<file path="src/sv/plid_pkg.sv">
package plid_pkg;

    typedef logic signed [31:0] t_word;

    // command codes
    localparam logic [2:0] CMD_INS_FRONT = 3'd0;
    localparam logic [2:0] CMD_INS_POS   = 3'd1;
    localparam logic [2:0] CMD_INS_END   = 3'd2;
    localparam logic [2:0] CMD_REM_FRONT = 3'd3;
    localparam logic [2:0] CMD_REM_POS   = 3'd4;
    localparam logic [2:0] CMD_REM_END   = 3'd5;

    // status codes
    localparam logic [1:0] ST_DONE   = 2'd0;
    localparam logic [1:0] ST_EMPTY  = 2'd1;
    localparam logic [1:0] ST_BADPOS = 2'd2;
    localparam logic [1:0] ST_FULL   = 2'd3;

    typedef struct packed {
        logic [2:0] command;
        t_word      value;
        logic [6:0] position;
    } t_in;

    typedef struct packed {
        t_word      removed_value;
        logic [1:0] status;
        logic [6:0] length;
    } t_out;

    // broadcast to every cell of the chain
    typedef struct packed {
        logic  ins;
        logic  rem;
        t_word value;
    } t_cell_ctrl;

endpackage

</file>
<file path="src/sv/plid_cell.sv">
module plid_cell
    import plid_pkg::*;
#(
    parameter int AW  = 6,
    parameter int IDX = 0
) (
    input  logic          i_clk,
    input  t_cell_ctrl    i_ctrl,
    input  logic [AW-1:0] i_at,
    input  t_word         i_left,
    input  t_word         i_right,
    output t_word         o_data,
    output t_word         o_pick
);

    localparam logic [AW-1:0] MY_IDX = AW'(IDX);

    t_word r_data;
    t_word n_data;

    always_comb begin
        n_data = r_data;
        if (i_ctrl.ins) begin
            // cells behind the insert point move one place back
            if (MY_IDX > i_at) begin
                n_data = i_left;
            end else if (MY_IDX == i_at) begin
                n_data = i_ctrl.value;
            end
        end else if (i_ctrl.rem) begin
            // the removed cell and all behind it pull from the next one
            if (MY_IDX >= i_at) begin
                n_data = i_right;
            end
        end
    end

    always_ff @(posedge i_clk) begin
        r_data <= n_data;
    end

    assign o_data = r_data;
    assign o_pick = (i_ctrl.rem && (MY_IDX == i_at)) ? r_data : '0;

endmodule

</file>
<file path="config.mk">
export PLATFORM = sky130hd
export DESIGN_NAME = plid_cell
export DESIGN_NICKNAME = d
export VERILOG_FILES = /design/src/sv/plid_pkg.sv /design/src/sv/plid_cell.sv
export SDC_FILE = /design/constraint.sdc
export NUM_CORES = 1
export LEC_CHECK = 0
export CAP_MARGIN = 5
export CORE_AREA = 2 2 67 69
export DETAILED_ROUTE_END_ITERATION = 7
export DIE_AREA = 0 0 69 71
export DONT_BUFFER_PORTS = 1
export MAX_ROUTING_LAYER = met4
export SLEW_MARGIN = 25
export SYNTH_ARGS = -nofsm -noshare
export SYNTH_HDL_FRONTEND = slang
export SYNTH_SLANG_ARGS = --single-unit
</file>
<file path="constraint.sdc">
create_clock -name i_clk -period 2.2 [get_ports i_clk]
set_input_delay 0.11 -clock i_clk [delete_from_list [all_inputs] [get_ports i_clk]]
set_output_delay 0.11 -clock i_clk [all_outputs]
set_load 0.03 [all_outputs]
</file>
==> impl.org, run 1 <==
** Status
- The flow ran to the end, and the final reports show no timing, DRC or antenna violations.

** Floorplanning
- Once the floorplan was initialized, standard cells occupied about 40% of the core.
- In this run the vertical extent of the chip is just over 70 um.
- Floorplan core area :: roughly 0.0042 sq mm
- 169 I/O pins were placed.
- Die ar. :: 0.00490 sq mm
- Row generation in the floorplan step produced 24 rows.
- In this run the horizontal extent of the chip is slightly below 70 um.

** Worst setup path
- The setup path with the least slack is of type in2out.
- Crit. End Element :: output pin
- In this run the worst path has a maximum fanout of 20.
- STA puts the critical path data arrival time at about 1.4 ns.
- STA classifies the critical path startpoint as an input pin.
- Worst endpoint required time :: roughly 2.1 ns

** GRT
- Leftover overflow at the end of global routing :: 0
- The number of antenna violations at the first check in global routing is 0.
- Via count of the first global-routing pass :: roughly 1100
- Pin count of the biggest net entering global routing :: 34
- Wire length of the first global-routing pass :: roughly 5.8 mm
- GRT Resource Usage Total :: 15.8%

** Min path
- Cell depth of the worst hold path :: 1
- Worst hold start :: i_right[18]
- The tightest min-delay check is of the in2reg type.
- Capture endpoint of the worst hold path :: o_data[18]

** Final layout
- Fraction of final layout cells sized beyond drive strength 1 :: around two fifths
- # nets final :: 216
- Synthesis-to-finish area growth :: 6.34%
- The number of antenna diodes in the final layout is 0.
- The register with the most flip-flops in the layout has 32 of them.

** Logic synthesis
- The average instance in the mapped netlist occupies 15.3 sq um.
- Net count after synthesis :: around 220
- In this run, distinct cell masters in the synthesized netlist total 10.
- Counting flops and latches in the post-synthesis netlist gives 32.
- The synthesized netlist occupies a cell area of 0.00172 sq mm.
- Yosys printed 0 warnings.
- Sequential elements use between 50% and 60% of the synthesized area.
- Number of cells produced by synthesis :: between 100 and 150

** Detailed routing
- WL final :: around 3.8 mm
- Post-DR wirelength/cell :: roughly 23 um
- Detailed Routing Iterations Pass 1 :: 4
- Antenna-violating nets left :: 0
- The routed layout has around 1000 vias.
- After the first detailed-routing iteration, the DRC count stood at 54.
- DRC errors left :: 0
- Average vias per placed instance :: roughly 6.3

** Placed design
- OpenSTA, run right after detailed placement, puts the worst setup slack at about 0.67 ns.
- At the end of routability-driven placement, the weighted congestion stood at 0.673.
- The HPWL after detailed placement is around 2.8 mm.
- The count of buffers added on input and output ports is 0.

** STA
- For the pin with the worst max-slew slack, the measured transition is roughly 0.6 ns.
- RSZ-0062 raised after global routing :: no
- The number of pins exceeding their max-slew limit in the final report came to 0.
- Once routing completed, OpenROAD measured the worst setup slack at approximately 0.68 ns.
- Fmax :: around 660 MHz
- The worst path uses between 60% and 70% of the clock period.
- Total setup violations reported at the end of the flow :: 0
- The total count of hold-check failures in the final report is 0.
- Tmin final :: 1.52 ns
- Max-slew headroom :: 59.8%
- Post-route setup TNS :: 0 ns

** Clock network
- After clock tree synthesis, the clock-pin slew on the worst setup and hold paths is approximately 0.060 ns.
- Post-cts resize count :: 0
- Number of buffers created by CTS :: 5
- In this run the deepest clock path goes through 2 buffers.
- The tree is rooted in a clkbuf_8.
- Clock sink count :: 32
- Hold-fix buffer count after cts :: 0
- H-tree depth reported by CTS :: 2
- TritonCTS built the clock tree.
- Setup repair bufs after CTS :: 0

** Power
- Power spread over the standard cell area amounts to approximately 650 mW/mm^2.
- IR drop worst, VDD :: between 300 and 400 uV
- Pleak :: a little over 0.0006 uW

** Job
- Count of max-cap constraint violations :: 0
[through the flow]
step | total power, uW | utilization [%] | std cells | cell area (sq um) | hold WS (ns)
6_report | 1190 | 43.4 | 164 | 1830 | 0.0540
5_1_grt | 1240 | 43.4 | 164 | 1830 | 0.0335
4_1_cts | 1200 | 43.4 | 164 | 1830 | 0.0430
3_5_place_dp | 787 | 41.5 | 156 | 1750 | 0.333
3_3_place_gp | 783 | 41.5 | 156 | 1750 | 0.331
2_1_floorplan | 791 | - | 112 | 1720 | 0.330
[metal layers]
layer | vias up | routed length, um | GRT usage [%]
met5 | - | 0 | -
met4 | 0 | 48 | 4.58
met3 | 5 | 359 | 7.41
met2 | 71 | 1990 | 24.7
met1 | 501 | 1410 | 18.4
li1 | 457 | - | -
[worst max-delay path: stages]
cell	delay (ns)
nor4_4	0.56
buf_4	0.32
and4_1	0.41
[cell usage in the layout, fill, tap and decap left out]
cell type	n
buf_4	5
o211a_1	1
and4_1	29
clkbuf_1	2
nor4_4	1
clkinv_1	1
and4_2	3
edfxtp_1	32
nor2_2	1
mux2_2	32
clkbuf_8	5
[area by class of cell]
class | instances | area, sq um
Clock buffer | 7 | 76.3
Clock inverter | 1 | 3.75
Fill cell | 376 | 2380
Multi-Input combinational cell | 67 | 682
Sequential cell | 32 | 961
Tap cell | 52 | 65.1
Timing Repair Buffer | 5 | 37.5
[power by group]
group	switching [uW]	internal [uW]	leakage (uW)
logic	28.5	47.5	0.000279
registers	14.2	683	0.000288
clock network	193	220	0.0000399
total	235	950	0.000607
[synth_stat cells]
cell	n	area share, %
and4_1	29	15
and4_2	3	1.7
buf_2	4	1.2
buf_6	3	2.0
clkbuf_1	6	1.3
edfxtp_1	32	56
mux2_2	32	21
nor2_1	1	0.22
nor4_4	1	1.2
o211a_1	1	0.58
[cell families after synthesis]
| logic type | Yosys count | synth area share (%) |
|---|---|---|
| flip-flops | 32 | 56.0 |
| AND/OR/NAND/NOR | 34 | 18.0 |
| AO/OA/AOI/OAI | 1 | 0.583 |
| multiplexers | 32 | 21.0 |
| buffers and inverters | 13 | 4.45 |
[worst max path at each step]
stage          slack [ns]    start          to  depth (start not counted)
3_3_place_gp         0.71  i_at[3]  o_pick[22]                          3
5_1_grt              0.57  i_at[3]  o_pick[15]                          3
6_report             0.68  i_at[3]  o_pick[28]                          3
3_5_place_dp         0.67  i_at[3]  o_pick[15]                          3
4_1_cts              0.66  i_at[3]  o_pick[15]                          3
2_1_floorplan        0.41  i_at[3]   o_data[0]                          3
Power figures use the tool's default switching activity.
==> run 2, diff against run 1 <==
clock period = 1.4 ns   (was 2.2 ns; I/O delays follow)
==> run 2 against run 1 <==
Against the previous run: sequential cell count did not move; first-iteration DRC count fell by 63%; cell count rose by 46%; the run now ends with negative setup slack left; worst hold slack got worse by 0.050 ns; largest cell class unchanged; critical path depth did not move.
==> impl.org, run 2 (synthesis gave the netlist of run 1 again) <==
** Status
- The run finished, with violations left.
- The final reports fail on negative setup slack.

** Power
- The share of power burned in registers came to 55.2% (-3.6 points).
- The proportion of power drawn by the clock network came to 34.6% (-0.2 points).
- IR drop worst, VDD :: 586 uV (+87%)
- Switching part of the total :: 21.5% (+1.7 points)
- Power density over cell area :: 794 mW/mm^2 (+22%)
- Net switching power of the design :: 419 uW (+78%)
- The internal power of the cells came to 1530 uW (+61%).
- Combinational share of power :: 10.1% (+3.7 points)
- Pleak :: 0.000986 uW (+63%)

** Placed design
- The worst slack at placement was 0.270 ns (-0.397 ns).
- The cell area reported after detailed placement is 0.00223 sq mm (+28%).
- The last weighted congestion value of the routability-driven placer came to 0.745 (+11%).
- Number of port buffers :: 0 (unchanged)
- Post-DP HPWL :: 3.12 mm (+11%)

** Min path
- The worst hold path depth came to 1 (unchanged).
- In this run the worst hold path is classified as in2reg.
- The startpoint identified for the worst hold timing path is i_ctrl[9].
- Capture endpoint of the worst hold path :: o_data[9]

** GRT
- The number of antenna violations at the first check in global routing is 0 (unchanged).
- Wire length of the first global-routing pass :: 6.96 mm (+20%)
- The global-route usage over all layers was 18.8% (+3.0 points).
- The largest net degree at the start of global routing is 34 (unchanged).
- Leftover overflow at the end of global routing :: 0 (unchanged)
- Via count of the first global-routing pass :: 1400 (+29%)

** Final layout
- Fraction of final layout cells sized beyond drive strength 1 :: 59.6% (+18 points)
- Fin area :: 0.00245 sq mm (+34%)
- The number of flip-flops in the largest register came to 32 (unchanged).
- Highest-count cells in the layout ignoring fill and taps :: buf_4 (66), mux2_2 (32), edfxtp_1 (32)
- # nets final :: 292 (+35%)
- Synthesis-to-finish area growth :: 42.9%
- The library cell used most frequently in the layout, excluding fill and tap cells, is buf_4.
- Antenna Diode Count :: 0 (unchanged)

** Detailed routing
- Post-DR wirelength/cell :: 19.0 um (-18%)
- Average vias per placed instance :: 5.44 (-14%)
- The via count was 1305 (+26%).
- The final antenna-violating net count was 0 (unchanged).
- DRC errors left :: 0 (unchanged)
- Detailed Routing Iterations Pass 1 :: 4 (unchanged)
- The final wirelength came to 4.56 mm (+20%).
- First DRT Iteration DRCs :: 20 (-63%)

** STA
- The setup TNS after final layout was -0.0227 ns (-0.0227 ns).
- The smallest clock period supported by the final layout is computed as 1.42 ns.
- The total count of hold-check failures in the final report is 0 (unchanged).
- Number of max-slew violations in the final report :: 0 (unchanged)
- Static timing analysis puts the maximum clock frequency at around 700 MHz.
- Worst-Margin Slew :: 0.292 ns (-0.307 ns)
- Post-route clock period utilization :: 102%
- Post-route worst setup slack :: -0.0227 ns (-0.701 ns)
- The total of endpoints with negative setup slack in the final report was 1 (+1).
- Max-slew headroom :: 80.4% (+21 points)

** Worst setup path
- Worst Path Arrival :: 1.45 ns (+0.04 ns)
- The worst endpoint required time was 1.43 ns (-0.66 ns).
- Largest fanout on the critical path :: 1 (-95%)
- The worst setup path is captured at a flop.
- Worst setup SP type :: input pin
- Critical setup path kind :: in2reg

** Clock network
- Clock sink count :: 32 (unchanged)
- The number of levels in the clock H-tree is 2 (unchanged).
- Setup repair bufs after CTS :: 0 (unchanged)
- The number of buffers created by CTS came to 5 (unchanged).
- Clock tree synthesis selected as its root buffer the cell clkbuf_8.
- The number of buffers on the longest clock path came to 2 (unchanged).
- Clock Pin Slew Worst Setup and Hold Paths :: 0.07 ns (about the same)
- TritonCTS built the clock tree.

** Floorplanning
- The overall die height was 71 um (unchanged).
- Die Wd :: 69 um (unchanged)
- Floorplan core area :: 0.00420 sq mm (unchanged)
- The die footprint came to 0.00490 sq mm (unchanged).
- Initial standard-cell utilization of the core :: 40.8% (unchanged)
- The I/O pin count was 169 (unchanged).
- The number of placement rows is 24 (unchanged).

** Job
- The max-cap violation count came to 0 (unchanged).
==> run 2: worst max-delay path: stages <==
cell	delay [ns]
dlygate4sd3_1	0.56
mux2_2	0.27
dlygate4sd3_1	0.56
==> run 2: power groups by stage <==
stage	Clock (uW)	Sequential, uW	Combinational, uW
floorplan	0	1110	130
global placement	0	1100	155
detailed placement	0	1100	161
CTS	690	1080	203
global route	720	1080	215
finish	675	1080	197
==> run 2: what timing repair did <==
| action | CTS | global route |
|---|---|---|
| hold buffers | 16 | 3 |
| resized for setup | 0 | 0 |
| setup endpoints to repair | 0 | 5 |
| hold endpoints to repair | 9 | 2 |
==> run 2: cell type report <==
cell class / instances / area (sq um)
fillers: 360 / 1750
flip-flops and latches: 32 / 961
multi-input cells: 67 / 689
repair buffers: 81 / 656
clock buffers: 5 / 68.8
well taps: 52 / 65.1
clock inverters: 3 / 13.8
==> run 2: worst max-delay path by stage <==
stage	start	end	slack, ns	depth (start not counted)
finish	i_right[18]	o_data[18]	-0.02	3
global route	i_right[18]	o_data[18]	-0.02	3
CTS	i_right[9]	o_data[9]	0.04	3
detailed placement	i_at[3]	o_data[7]	0.27	3
global placement	i_at[3]	o_data[9]	0.27	3
floorplan	i_at[3]	o_data[0]	0.06	3
==> run 2: per-layer routing <==
metal  routed length (um)  vias up  global-route usage (%)  share of wire, %
met3                  325        9                    4.99               7.1
met2                 2390       85                    31.2                52
li1                     -      611                       -                 -
met1                 1770      600                    21.8                39
met4                   78        0                    7.84               1.7
met5                    0        -                       -                 0
==> run 2: metrics by stage <==
stage | hold slack (ns) | total power [uW] | util [%] | cells
finish | 0.00418 | 1950 | 58.4 | 240
global route | -0.000215 | 2010 | 58.4 | 240
CTS | 0.000225 | 1970 | 58.8 | 242
detailed placement | 0.293 | 1260 | 53.1 | 218
global placement | 0.290 | 1250 | 53.1 | 218
floorplan | 0.290 | 1240 | - | 112
